--- src/rtl/pnad_pkg.sv ---
`timescale 1ns / 1ps
// ----------------------------------------------------------------------------
// pnad_pkg
// Shared constants and helper functions for the plane normal angle deviation
// pipeline.
// ----------------------------------------------------------------------------
package pnad_pkg;

   localparam int MANT_BITS      = 24;
   localparam int PAIR_BITS      = 30;
   localparam int CORDIC_STEPS   = 28;
   localparam int DEV_WIDTH      = 17;
   localparam int RSP_DATA_WIDTH = 24;
   localparam int Q_WIDTH        = 2 * PAIR_BITS + 2;
   localparam int ROOT_WIDTH     = PAIR_BITS + 1;
   localparam int SQRT_STEPS     = Q_WIDTH / 2;
   localparam int LEN_WIDTH      = 8;

   localparam logic [DEV_WIDTH-1:0] HALF_PI_Q16 = 17'd102944;

   // atan(2^-i) in Q30, truncated.
   localparam logic [31:0] ATAN_Q30 [CORDIC_STEPS] = '{
      32'h3243F6A8, 32'h1DAC6705, 32'h0FADBAFC, 32'h07F56EA6, 32'h03FEAB76,
      32'h01FFD55B, 32'h00FFFAAA, 32'h007FFF55, 32'h003FFFEA, 32'h001FFFFD,
      32'h000FFFFF, 32'h0007FFFF, 32'h0003FFFF, 32'h0001FFFF, 32'h0000FFFF,
      32'h00007FFF, 32'h00003FFF, 32'h00001FFF, 32'h00000FFF, 32'h000007FF,
      32'h000003FF, 32'h000001FF, 32'h000000FF, 32'h0000007F, 32'h0000003F,
      32'h0000001F, 32'h0000000F, 32'h00000008
   };

   // Number of significant bits of an unsigned word.
   function automatic logic [LEN_WIDTH-1:0] bitlen128(input logic [127:0] v);
      logic [LEN_WIDTH-1:0] n;
      n = '0;
      for (int i = 0; i < 128; i++) begin
         if (v[i]) begin
            n = LEN_WIDTH'(i + 1);
         end
      end
      return n;
   endfunction

   // Scales a magnitude so that a word of length len lands on MANT_BITS bits,
   // then applies the sign.
   function automatic logic signed [MANT_BITS:0] norm_mant(input logic [127:0] m,
                                                         input logic [LEN_WIDTH-1:0] len,
                                                         input logic neg);
      logic [127:0]         r;
      logic [MANT_BITS:0]   u;
      if (len > LEN_WIDTH'(MANT_BITS)) begin
         r = m >> (len - LEN_WIDTH'(MANT_BITS));
      end else begin
         r = m << (LEN_WIDTH'(MANT_BITS) - len);
      end
      u = {1'b0, r[MANT_BITS-1:0]};
      return neg ? -u : u;
   endfunction

endpackage

--- src/rtl/pnad_sqrt.sv ---
`timescale 1ns / 1ps
// ----------------------------------------------------------------------------
// pnad_sqrt
// Pipelined restoring integer square root, one result bit per stage.
// ----------------------------------------------------------------------------
module pnad_sqrt (
   input  logic                  clock,
   input  logic                  reset,
   input  logic                  in_valid,
   output logic                  in_ready,
   input  logic [pnad_pkg::Q_WIDTH-1:0]   q_in,
   input  logic [pnad_pkg::PAIR_BITS-1:0] y_in,
   input  logic                  degen_in,
   output logic                  out_valid,
   input  logic                  out_ready,
   output logic [pnad_pkg::ROOT_WIDTH-1:0] x_out,
   output logic [pnad_pkg::PAIR_BITS-1:0]  y_out,
   output logic                  degen_out
);
   import pnad_pkg::*;

   localparam int RW = Q_WIDTH + 1;

   logic [SQRT_STEPS-1:0]  v_ff;
   logic [SQRT_STEPS:0]    en;
   logic [SQRT_STEPS-1:0]  dg_ff;
   logic [Q_WIDTH-1:0]     q_ff   [SQRT_STEPS];
   logic [RW-1:0]          res_ff [SQRT_STEPS];
   logic [PAIR_BITS-1:0]   y_ff   [SQRT_STEPS];

   assign en[SQRT_STEPS] = out_ready;
   assign in_ready       = en[0];

   for (genvar k = 0; k < SQRT_STEPS; k++) begin : g_step
      localparam logic [RW-1:0] BIT = RW'(1) << (Q_WIDTH - 2 - 2 * k);

      logic [Q_WIDTH-1:0]   q_src;
      logic [RW-1:0]        res_src;
      logic [PAIR_BITS-1:0] y_src;
      logic                 dg_src, v_src;
      logic [RW-1:0]        trial;

      if (k == 0) begin : g_first
         assign q_src   = q_in;
         assign res_src = '0;
         assign y_src   = y_in;
         assign dg_src  = degen_in;
         assign v_src   = in_valid;
      end else begin : g_next
         assign q_src   = q_ff[k-1];
         assign res_src = res_ff[k-1];
         assign y_src   = y_ff[k-1];
         assign dg_src  = dg_ff[k-1];
         assign v_src   = v_ff[k-1];
      end

      assign en[k] = !v_ff[k] || en[k+1];
      assign trial = res_src + BIT;

      always_ff @(posedge clock) begin
         if (reset) begin
            v_ff[k] <= 1'b0;
         end else if (en[k]) begin
            v_ff[k] <= v_src;
         end
      end

      always_ff @(posedge clock) begin
         if (en[k]) begin
            if (RW'(q_src) >= trial) begin
               q_ff[k]   <= q_src - Q_WIDTH'(trial);
               res_ff[k] <= (res_src >> 1) + BIT;
            end else begin
               q_ff[k]   <= q_src;
               res_ff[k] <= res_src >> 1;
            end
            y_ff[k]  <= y_src;
            dg_ff[k] <= dg_src;
         end
      end
   end

   assign out_valid = v_ff[SQRT_STEPS-1];
   assign x_out     = ROOT_WIDTH'(res_ff[SQRT_STEPS-1]);
   assign y_out     = y_ff[SQRT_STEPS-1];
   assign degen_out = dg_ff[SQRT_STEPS-1];

endmodule

--- config.mk ---
export PLATFORM = sky130hd
export DESIGN_NAME = pnad_sqrt
export DESIGN_NICKNAME = d
export VERILOG_FILES = /design/src/rtl/pnad_pkg.sv /design/src/rtl/pnad_sqrt.sv
export SDC_FILE = /design/constraint.sdc
export NUM_CORES = 2
export LEC_CHECK = 0
export ABC_CLOCK_PERIOD_IN_PS = 21800
export BUFFER_PORTS_ARGS = -buffer_cell sky130_fd_sc_hd__buf_2
export CAP_MARGIN = 20
export CORE_MARGIN = 3
export CORE_UTILIZATION = 40
export DETAILED_ROUTE_END_ITERATION = 16
export SYNTH_ARGS = -nofsm -noshare
export SYNTH_HDL_FRONTEND = slang
export SYNTH_MEMORY_MAX_BITS = 65536
export SYNTH_SLANG_ARGS = --single-unit
--- constraint.sdc ---
create_clock -name clock -period 21.8 [get_ports clock]
set_input_delay 2.18 -clock clock [delete_from_list [all_inputs] [get_ports clock]]
set_output_delay 2.18 -clock clock [all_outputs]
set_load 0.005 [all_outputs]
==> flow_summary_export.csv <==
group,metric,value,unit
power,netSwitchingPower,5.01,mW
route,post-route-drc-count,0,
timing,grt_setup_unrepaired,"false",
power,power.density,114,mW/mm^2
synth,synth_enable_flop_cells,3317,
timing,timing.final.crit_share,0.417,
cells_and_area,layout_commonest_cell,"edfxtp_1",
route,postRouteWirelength,291,mm
cells_and_area,multiInputGateArea,0.0385,sq mm
route,final_antenna_net_count,0,
critical_path,critical_path.max_stage_delay,0.82,ns
power,power_report.internal_total,13.2,mW
critical_path,crit_chain,"buf_2, and4b_1, nand4_1, or4_4, nor4_4, nand4_1, buf_4, nor3_2, nand2_4, buf_4, nor2_1, nand2_4, buf_2",
timing,finalWorstSetupSlack,12.70,ns
clock_tree,cts_setup_buffers,0,
critical_path,ff2ff_path_depth,12,
power,power.sequential.fraction,0.511,
floorplanning,dieArea,0.361,sq mm
placement,dp_slack,12.32,ns
global_routing,global_route.usage.total,0.157,
clock_tree,post_cts_hold_buffer_count,0,
critical_path,cp.buffers_inverters,4,
cells_and_area,area_delta_synth_final,13.0,%
clock_tree,clk_slew_on_worst_s_h_paths,0.06,ns
critical_path,regToRegEndpoint,"q_ff[0][37]$_DFFE_PP_",
critical_path,worst-r2r-setup-slack,16.16,ns
floorplanning,fp.dieW,601,um
timing,finalWorstPathRequiredPeriod,9.10,ns
clock_tree,number_of_gates_given_a_new_drive_strength_after_cts,0,
critical_path,timing.critical_path.max_delay_family,"simple AND/OR/NAND/NOR gates",
route,post_drt_wl_per_cell,19.1,um
global_routing,number_of_antenna_violations_at_the_first_check_in_global_routing,2,
power,p_leak,62.6,nW
synth,ys_async_sr_fraction,0,
synth,synth-main-ff-cell,"edfxtp_1",
cells_and_area,share_of_final_layout_standard_cells_stronger_than_drive_strength_1,0.0882,
status,status,"finished, final reports clean",
floorplanning,initial_util,0.403,
placement,routabilityCongestion,0.919,
critical_path,crit-reg2reg-launch,"g_step[30].v_src$_SDFFE_PP0P_",
power,worst_ir_drop_vdd,0.0741,mV
synth,synth.distinct_cells,86,
run,cap_viol_max_count,0,
synth,synth_seq_area_share,0.708,
floorplanning,placementRows,217,
clock_tree,ctsRootBufferMaster,"clkbuf_16",
global_routing,vias_in_the_first_global_route,79000,
timing,maxSlewHeadroom,0.228,
synth,synthesis.instances,9851,
hold_path,min_delay_worst_endpoint,"y_ff[1][84]$_DFFE_PP_",
floorplanning,fp.dieH,601,um
placement,buffer_ports.inserted,160,
power,clock_power_share,0.322,
cells_and_area,seq_area,0.100,sq mm
timing,tightest_slew,1.13,ns
floorplanning,floorplan.core_area,0.351,sq mm
global_routing,grt-ovfl-total,0,
timing,slew_violations,0,
floorplanning,boundaryPins,161,
clock_tree,cts_buffers,346,
clock_tree,cts.sinks,3348,
placement,hpwl,215,mm
global_routing,grt_start_max_net_pins,100,
critical_path,worstSetupStartpointType,"input pin",
cells_and_area,layout.core_utilization,0.456,
hold_path,worstHoldStart,"y_ff[1][54]$_DFFE_PP_",
cells_and_area,fillCellCount,30600,
critical_path,arrival,6.92,ns
route,firstDrtPassIters,9,
power,netSwitchingFraction,0.275,
timing,setup-violations-final,0,
critical_path,cp_slowest_cell,"nor4_4",
critical_path,required_time_at_the_worst_slack_endpoint,19.62,ns
critical_path,path_class,"in -> out",
synth,yosys_register_bits,3348,
timing,setup_total_negative_slack,0,ns
synth,postSynthNetCount,10500,
clock_tree,htreeDepth,5,
critical_path,cp_max_fo,39,
route,routed_via_density,5.18,
synth,avgSynthCellArea,14.4,sq um
synth,synth.yosys.warnings,0,
cells_and_area,antenna-diode-count,0,
cells_and_area,most-common-layout-cells,"edfxtp_1 (3317), inv_1 (677), nand2_1 (620)",
route,first_iter_violations,6193,
clock_tree,cts_max_path_buffers,4,
synth,post_synthesis_cell_area,0.142,sq mm
power,post-layout-total-power,18.3,mW
critical_path,endpoint_kind,"primary output",
clock_tree,clock_tree_from_tritoncts,"yes",
route,num_vias,79200,
power,combinational_group_share_of_total_power,0.167,
global_routing,first_pass_grt_wire_length,452,mm
timing,fin_worst_skew,0.0828,ns
hold_path,worst_hold_path.num_cells,0,
clock_tree,insertion_delay,0.93,ns
hold_path,worstHoldPathType,"reg -> reg",
timing,timing.fmax,110,MHz
timing,hold_viol,0,
cells_and_area,nets_final,10900,
-- kinds of logic after synthesis --
group,synth area share
compound gates,0.0740
mux,0.00552
simple gates,0.0951
fa+ha+maj,0.0464
xor+xnor,0.0487
flops,0.708
buf+inv,0.0225
-- stage by stage --
stage	instance area [sq um]	hold WS [ns]	instances
5_1_grt	160000	0.396	15300
3_5_place_dp	149000	0.405	14600
2_1_floorplan	142000	0.400	9851
3_3_place_gp	149000	0.400	14600
4_1_cts	160000	0.373	15300
6_report	160000	0.383	15300
-- sequential cells by signal (all words and copies together) (netlist names) --
| name | count |
|---|---|
| g_step.v_src | 30 |
| y_ff | 930 |
| res_ff | 496 |
| out_valid | 1 |
| q_ff | 1860 |
| g_step.dg_src | 30 |
| degen_out | 1 |
-- cell type report --
class	count	area share
sequential	3348	0.626
multi-input combinational	5657	0.240
clock buffer	422	0.0570
tap	4708	0.0368
inverter	688	0.0163
clock inverter	203	0.0139
timing repair buffer	246	0.00954
-- Yosys cell counts (all sizes together), types with 12 or more instances --
library cell	n	area [sq um]
edfxtp	3317	99600
inv	687	2580
nand2	630	2360
ha	525	6570
nor2	481	1820
a21oi	479	2400
o21ai	470	2350
xnor2	406	3560
xor2	381	3340
nor4	315	1990
a21o	256	1920
nor3	251	1270
nand4	149	932
clkbuf	142	533
nand3	141	706
nand2b	117	732
or3	92	581
o21a	86	646
o31ai	74	556
or4	65	495
mux2	57	642
nor2b	57	357
nor4b	46	403
and2	43	269
o21bai	43	323
or2	41	257
and3	40	255
a211oi	39	293
a31oi	33	206
dfxtp	31	621
nand3b	28	210
a21boi	25	188
and4	22	193
a2111oi	21	203
nor3b	20	155
o211ai	19	143
a211o	16	140
buf	16	77.6
mux2i	14	140
o41ai	14	123
and4b	12	120
-- worst max path at each step --
stage | start | slack (ns) | depth (start not counted) | end
after detailed placement | out_ready | 12.32 | 13 | in_ready
after global placement | out_ready | 12.35 | 13 | in_ready
after floorplan | out_ready | 0.79 | 11 | in_ready
after CTS | out_ready | 12.29 | 13 | in_ready
final | out_ready | 12.70 | 13 | in_ready
after global routing | out_ready | 12.38 | 13 | in_ready
-- power by group through the flow --
stage	clock network (mW)	logic [mW]	registers [mW]
floorplan	0	2.37	9.04
global placement	0	2.93	9.46
detailed placement	0	3.02	9.48
CTS	6.04	3.04	9.35
global route	6.31	3.41	9.46
finish	5.88	3.04	9.33
-- per-layer routing --
layer	routed length, um	global-route usage
met5	13	0
met4	9440	0.0501
met3	13700	0.0220
met2	150000	0.285
met1	118000	0.192
No activity file was read; power rests on OpenSTA's default activity.
