### src/rtl/pnad_pkg.sv
`timescale 1ns / 1ps
// ----------------------------------------------------------------------------
// pnad_pkg
// Shared constants and helper functions for the plane normal angle deviation
// pipeline.
// ----------------------------------------------------------------------------
package pnad_pkg;

   localparam int MANT_BITS      = 24;
   localparam int PAIR_BITS      = 30;
   localparam int CORDIC_STEPS   = 28;
   localparam int DEV_WIDTH      = 17;
   localparam int RSP_DATA_WIDTH = 24;
   localparam int Q_WIDTH        = 2 * PAIR_BITS + 2;
   localparam int ROOT_WIDTH     = PAIR_BITS + 1;
   localparam int SQRT_STEPS     = Q_WIDTH / 2;
   localparam int LEN_WIDTH      = 8;

   localparam logic [DEV_WIDTH-1:0] HALF_PI_Q16 = 17'd102944;

   // atan(2^-i) in Q30, truncated.
   localparam logic [31:0] ATAN_Q30 [CORDIC_STEPS] = '{
      32'h3243F6A8, 32'h1DAC6705, 32'h0FADBAFC, 32'h07F56EA6, 32'h03FEAB76,
      32'h01FFD55B, 32'h00FFFAAA, 32'h007FFF55, 32'h003FFFEA, 32'h001FFFFD,
      32'h000FFFFF, 32'h0007FFFF, 32'h0003FFFF, 32'h0001FFFF, 32'h0000FFFF,
      32'h00007FFF, 32'h00003FFF, 32'h00001FFF, 32'h00000FFF, 32'h000007FF,
      32'h000003FF, 32'h000001FF, 32'h000000FF, 32'h0000007F, 32'h0000003F,
      32'h0000001F, 32'h0000000F, 32'h00000008
   };

   // Number of significant bits of an unsigned word.
   function automatic logic [LEN_WIDTH-1:0] bitlen128(input logic [127:0] v);
      logic [LEN_WIDTH-1:0] n;
      n = '0;
      for (int i = 0; i < 128; i++) begin
         if (v[i]) begin
            n = LEN_WIDTH'(i + 1);
         end
      end
      return n;
   endfunction

   // Scales a magnitude so that a word of length len lands on MANT_BITS bits,
   // then applies the sign.
   function automatic logic signed [MANT_BITS:0] norm_mant(input logic [127:0] m,
                                                         input logic [LEN_WIDTH-1:0] len,
                                                         input logic neg);
      logic [127:0]         r;
      logic [MANT_BITS:0]   u;
      if (len > LEN_WIDTH'(MANT_BITS)) begin
         r = m >> (len - LEN_WIDTH'(MANT_BITS));
      end else begin
         r = m << (LEN_WIDTH'(MANT_BITS) - len);
      end
      u = {1'b0, r[MANT_BITS-1:0]};
      return neg ? -u : u;
   endfunction

endpackage

### src/rtl/pnad_norm.sv
`timescale 1ns / 1ps
// ----------------------------------------------------------------------------
// pnad_norm
// Block-floating normalization of the normal and the target vector to
// MANT_BITS-bit mantissas. Two register stages.
// ----------------------------------------------------------------------------
module pnad_norm #(
   parameter int CW = 32
) (
   input  logic                  clock,
   input  logic                  reset,
   input  logic                  in_valid,
   output logic                  in_ready,
   input  logic signed [2*CW+2:0] c_in [3],
   input  logic signed [CW:0]     t_in [3],
   output logic                  out_valid,
   input  logic                  out_ready,
   output logic signed [pnad_pkg::MANT_BITS:0] n_out [3],
   output logic signed [pnad_pkg::MANT_BITS:0] v_out [3],
   output logic                  degen_out
);
   import pnad_pkg::*;

   localparam int XW = 2 * CW + 3;
   localparam int DW = CW + 1;

   logic                  v1_ff, v2_ff, en1, en2;
   logic [XW-1:0]         cm_in [3];
   logic [DW-1:0]         tm_in [3];
   logic [XW-1:0]         cm_ff [3];
   logic [DW-1:0]         tm_ff [3];
   logic [2:0]            cneg_ff, tneg_ff;
   logic [LEN_WIDTH-1:0]  clen_ff, tlen_ff;
   logic signed [MANT_BITS:0] n_ff [3];
   logic signed [MANT_BITS:0] v_ff [3];
   logic                  degen_ff;

   assign en2      = !v2_ff || out_ready;
   assign en1      = !v1_ff || en2;
   assign in_ready = en1;

   always_comb begin
      for (int i = 0; i < 3; i++) begin
         cm_in[i] = c_in[i][XW-1] ? XW'(-c_in[i]) : XW'(c_in[i]);
         tm_in[i] = t_in[i][DW-1] ? DW'(-t_in[i]) : DW'(t_in[i]);
      end
   end

   always_ff @(posedge clock) begin
      if (reset) begin
         v1_ff <= 1'b0;
         v2_ff <= 1'b0;
      end else begin
         if (en1) v1_ff <= in_valid;
         if (en2) v2_ff <= v1_ff;
      end
   end

   always_ff @(posedge clock) begin
      if (en1) begin
         cm_ff   <= cm_in;
         tm_ff   <= tm_in;
         cneg_ff <= {c_in[2][XW-1], c_in[1][XW-1], c_in[0][XW-1]};
         tneg_ff <= {t_in[2][DW-1], t_in[1][DW-1], t_in[0][DW-1]};
         // The length of the largest magnitude equals the length of their OR.
         clen_ff <= bitlen128(128'(cm_in[0] | cm_in[1] | cm_in[2]));
         tlen_ff <= bitlen128(128'(tm_in[0] | tm_in[1] | tm_in[2]));
      end
      if (en2) begin
         for (int i = 0; i < 3; i++) begin
            n_ff[i] <= norm_mant(128'(cm_ff[i]), clen_ff, cneg_ff[i]);
            v_ff[i] <= norm_mant(128'(tm_ff[i]), tlen_ff, tneg_ff[i]);
         end
         degen_ff <= (clen_ff == '0) || (tlen_ff == '0);
      end
   end

   assign out_valid = v2_ff;
   assign n_out     = n_ff;
   assign v_out     = v_ff;
   assign degen_out = degen_ff;

endmodule

### config.mk
export PLATFORM = sky130hd
export DESIGN_NAME = pnad_norm
export DESIGN_NICKNAME = d
export VERILOG_FILES = /design/src/rtl/pnad_pkg.sv /design/src/rtl/pnad_norm.sv
export SDC_FILE = /design/constraint.sdc
export NUM_CORES = 2
export LEC_CHECK = 0
export BUFFER_PORTS_ARGS = -buffer_cell sky130_fd_sc_hd__buf_2
export CAP_MARGIN = 20
export CORE_ASPECT_RATIO = 0.5
export CORE_MARGIN = 4
export CORE_UTILIZATION = 47
export DETAILED_ROUTE_END_ITERATION = 12
export PLACE_DENSITY = 0.65
export SLEW_MARGIN = 25
export SYNTH_ARGS = -nofsm -noshare
export SYNTH_HDL_FRONTEND = slang
export SYNTH_SLANG_ARGS = --single-unit
### constraint.sdc
create_clock -name clock -period 19.49 [get_ports clock]
set_input_delay 3.898 -clock clock [delete_from_list [all_inputs] [get_ports clock]]
set_output_delay 3.898 -clock clock [all_outputs]
set_load 0.01 [all_outputs]
==> reports/results.md <==
| Result | Value |
|---|---|
| Outcome | finished clean |
| Highest Clock Rate | 0.113 GHz |
| Vias | 49,500 |
| Global-route wire length before repair | 329,000 um |
| Full die area | 114,000 um^2 |
| Number of nets with antenna violations after detailed routing | 0 |
| Initial standard-cell utilization of the core | 47.9% |
| Worst path slowest cell | sky130_fd_sc_hd__nor2b_1 |
| Instance count of the mapped netlist | 5,109 |
| Share of post-route cells with drive strength above 1 | 24.5% |
| Period Utilization, post-route | 45.6% |
| Combined area of the multi-input logic cells | 34,400 um^2 |
| Overall global routing resource usage | 39.5% |
| Maximum VDD drop | 0.0537 mV |
| Share of flip-flops with an asynchronous set or reset after synthesis | 0% |
| Core Footprint | 106,000 um^2 |
| Number of inserted filler cells in the final layout | 9,542 |
| Startpoint type of the worst setup path | primary input |
| Crit-path most repeated cell | sky130_fd_sc_hd__buf_2 |
| Final clock skew | 0.0296 ns |
| Total length of routed wires | 234,000 um |
| Number of antenna violations at the first check in global routing | 12 |
| Clk_lat worst skew | 0.65 ns |
| Final design area excluding fillers | 56,000 um^2 |
| Number of max-cap violations | 0 |
| Drt initial violations | 7,721 |
| Largest buffer count on any clock path | 3 |
| Power density normalized to cell area | 82.3 nW/um^2 |
| Total setup violations reported at the end of the flow | 0 |
| Initial DRT Pass Iterations | 9 |
| CP max FO | 4 |
| Largest net degree at the start of global routing | 129 |
| Actual slew at the worst max-slew pin | 1.17 ns |
| Area of the mapped netlist | 50,800 um^2 |
| WHS | 0.529 ns |
| Total number of H-tree levels | 2 |
| Switching component of the power | 1.90 mW |
| Headroom to the max-slew limit | 22.1% |
| Avg Cell Area, Syn | 9.94 um^2 |
| Cts hold-fix bufs | 0 |
| Post-CTS Repair Setup Buffers | 0 |
| Number of cell rows | 84 |
| GRT Residual Overflow | 0 |
| CTS tree | built |
| Die Y-Extent | 240 um |
| Vias per cell | 7.29 |
| Worst hold path type | flop to flop |
| Number of I/O port buffers | 456 |
| Number of storage elements in the synthesis netlist | 472 |
| Part of the Yosys area used for sequential elements | 27.9% |
| Minimum period implied by the final worst setup slack | 8.89 ns |
| Flip-flop and latch area | 14,200 um^2 |
| Number of enable-type register cells in the synthesized netlist | 470 |
| Part of the total power dissipated in sequential elements | 33.1% |
| Comb power frac | 46.2% |
| Synthesized Nets | 5,432 |
| Number of global-route vias before repair | 45,400 |
| Drt drc | 0 |
| Portion of total power attributed to the clock network | 20.8% |
| Number of synthesis warnings | 0 |
| Number of resized instances in the post-cts repair step | 0 |
| Final Max Slew Viols | 0 |
| Kind of end point of the critical path | output port |
| Kind of critical path | primary input to output port |
| Total half-perimeter wirelength after legalization and detailed placement | 185,000 um |
| Final Hold Violating Endpoints | 0 |
| CP delay by family, top | simple AND/OR/NAND/NOR gates |
| Worst Setup Slack, final | 10.60 ns |
| Most common cell after layout, fill and taps aside | sky130_fd_sc_hd__edfxtp_1 |
| Cell-internal power | 2.70 mW |
| Placer Congestion | 1.04 |
| Series of cell instances along the critical path | buf_2 > nor2b_1 > nand2_4 > buf_2 |
| Required time of the critical path | 15.59 ns |
| Buffers plus inverters on the worst setup path | 2 |
| Most used cells in the layout excluding fill and tap cells | sky130_fd_sc_hd__edfxtp_1 (470), sky130_fd_sc_hd__buf_2 (456), sky130_fd_sc_hd__mux4_2 (451) |
| Number of clock buffers inserted by TritonCTS | 47 |
| Worst endpoint data arrival time | 4.99 ns |
| Signed area change from the synthesized netlist to the final layout | 10.1% |
| Worst path max stage delay | 0.46 ns |
| RSZ-0062 raised after global routing | no |
| Setup TNS after final layout | 0 ns |
| Worst setup slack after placement | 10.57 ns |
| Static leakage | 19.9 nW |
| Clock-pin slew on the worst setup and hold paths | 0.07 ns |
| Post-Place Cell Area | 54,300 um^2 |
| Die span in x | 473 um |
| Final layout net count | 5,655 |
| Detail-routed net length per standard cell | 34.4 um |
| Clock root cell | sky130_fd_sc_hd__clkbuf_16 |
| Cell variety after synth | 93 |
| Top-level port count | 457 |
| Top flip-flop cell by instance count after synthesis | sky130_fd_sc_hd__edfxtp_1 |
| Switching power as a share of total power | 41.3% |
| CTS sink cnt | 472 |
## flip-flops by register name (all words and copies together), names as in the netlist, 3 cells and up
| register | flops |
|---|---|
| cneg_ff | 3 |
| clen_ff | 7 |
| tm_ff | 99 |
| tneg_ff | 3 |
| n_out | 75 |
| v_out | 75 |
| cm_ff | 201 |
| tlen_ff | 6 |
## synth_stat cells, types with 111 or more instances
| cell | count | area [um^2] |
|---|---|---|
| sky130_fd_sc_hd__a21oi_1 | 185 | 926 |
| sky130_fd_sc_hd__inv_1 | 223 | 837 |
| sky130_fd_sc_hd__mux2_2 | 111 | 1250 |
| sky130_fd_sc_hd__clkbuf_1 | 237 | 890 |
| sky130_fd_sc_hd__mux2i_1 | 321 | 3210 |
| sky130_fd_sc_hd__nor2_1 | 316 | 1190 |
| sky130_fd_sc_hd__nand2_1 | 446 | 1670 |
| sky130_fd_sc_hd__nand3_1 | 136 | 681 |
| sky130_fd_sc_hd__edfxtp_1 | 470 | 14100 |
| sky130_fd_sc_hd__xnor2_1 | 215 | 1880 |
| sky130_fd_sc_hd__mux4_2 | 451 | 10200 |
| sky130_fd_sc_hd__nor3_1 | 150 | 751 |
| sky130_fd_sc_hd__o31ai_1 | 132 | 991 |
| sky130_fd_sc_hd__xor2_1 | 190 | 1660 |
| sky130_fd_sc_hd__o21ai_0 | 202 | 1010 |
## cell families after synthesis
logic type | share of synthesized area [%]
muxes | 28.8
DFF | 27.9
AOI/OAI and AO/OA | 15.8
xor gates and xnor gates | 6.98
adders and majority gates | 0.468
buffers and inverters | 4.88
and+or+nand+nor | 15.3
## path summary, 6_finish.rpt
kind	from	end	slack, ns	cells past startpoint
worst max register to register	clen_ff[0]	n_out[39]	12.33	14
worst min-delay path	v1_ff	out_valid	0.53	2
worst max-delay path	out_ready	in_ready	10.60	4
worst min register to register	v1_ff	out_valid	0.53	2
## area by class of cell
type,count,area share (%)
clock inverters,32,0.653
well taps,1419,3.17
flip-flops and latches,472,25.3
diodes,7,0.0313
clock buffers,54,2.15
multi-input cells,4011,61.5
inverters,229,1.55
repair buffers,571,5.66
## per-stage QoR
stage	util, %	power, mW	cells
after floorplan	-	2.78	5109
after global placement	51.2	3.56	6702
after detailed placement	51.2	3.59	6702
after CTS	52.7	4.54	6788
after global routing	52.7	4.76	6792
final	52.7	4.60	6795
## layer usage
metal / track usage (%) / wire (um)
met5: 0 / 52
met4: 19.1 / 13400
met3: 9.66 / 28300
met2: 60.1 / 102000
met1: 53.3 / 89900
## tightest hold or removal path: stages, from the launching register on
cell and delay [ns]:
sky130_fd_sc_hd__dfxtp_1 0.34, sky130_fd_sc_hd__nor2_1 0.11, sky130_fd_sc_hd__nor2_1 0.04
## power by group through the flow
stage	Sequential, mW	Combinational (mW)	Clock, mW
2_1_floorplan	1.51	1.28	0
3_3_place_gp	1.52	2.04	0
3_5_place_dp	1.53	2.05	0
4_1_cts	1.51	2.06	0.967
5_1_grt	1.53	2.22	1.01
6_report	1.52	2.13	0.956
(Power assumes the default switching activity.)
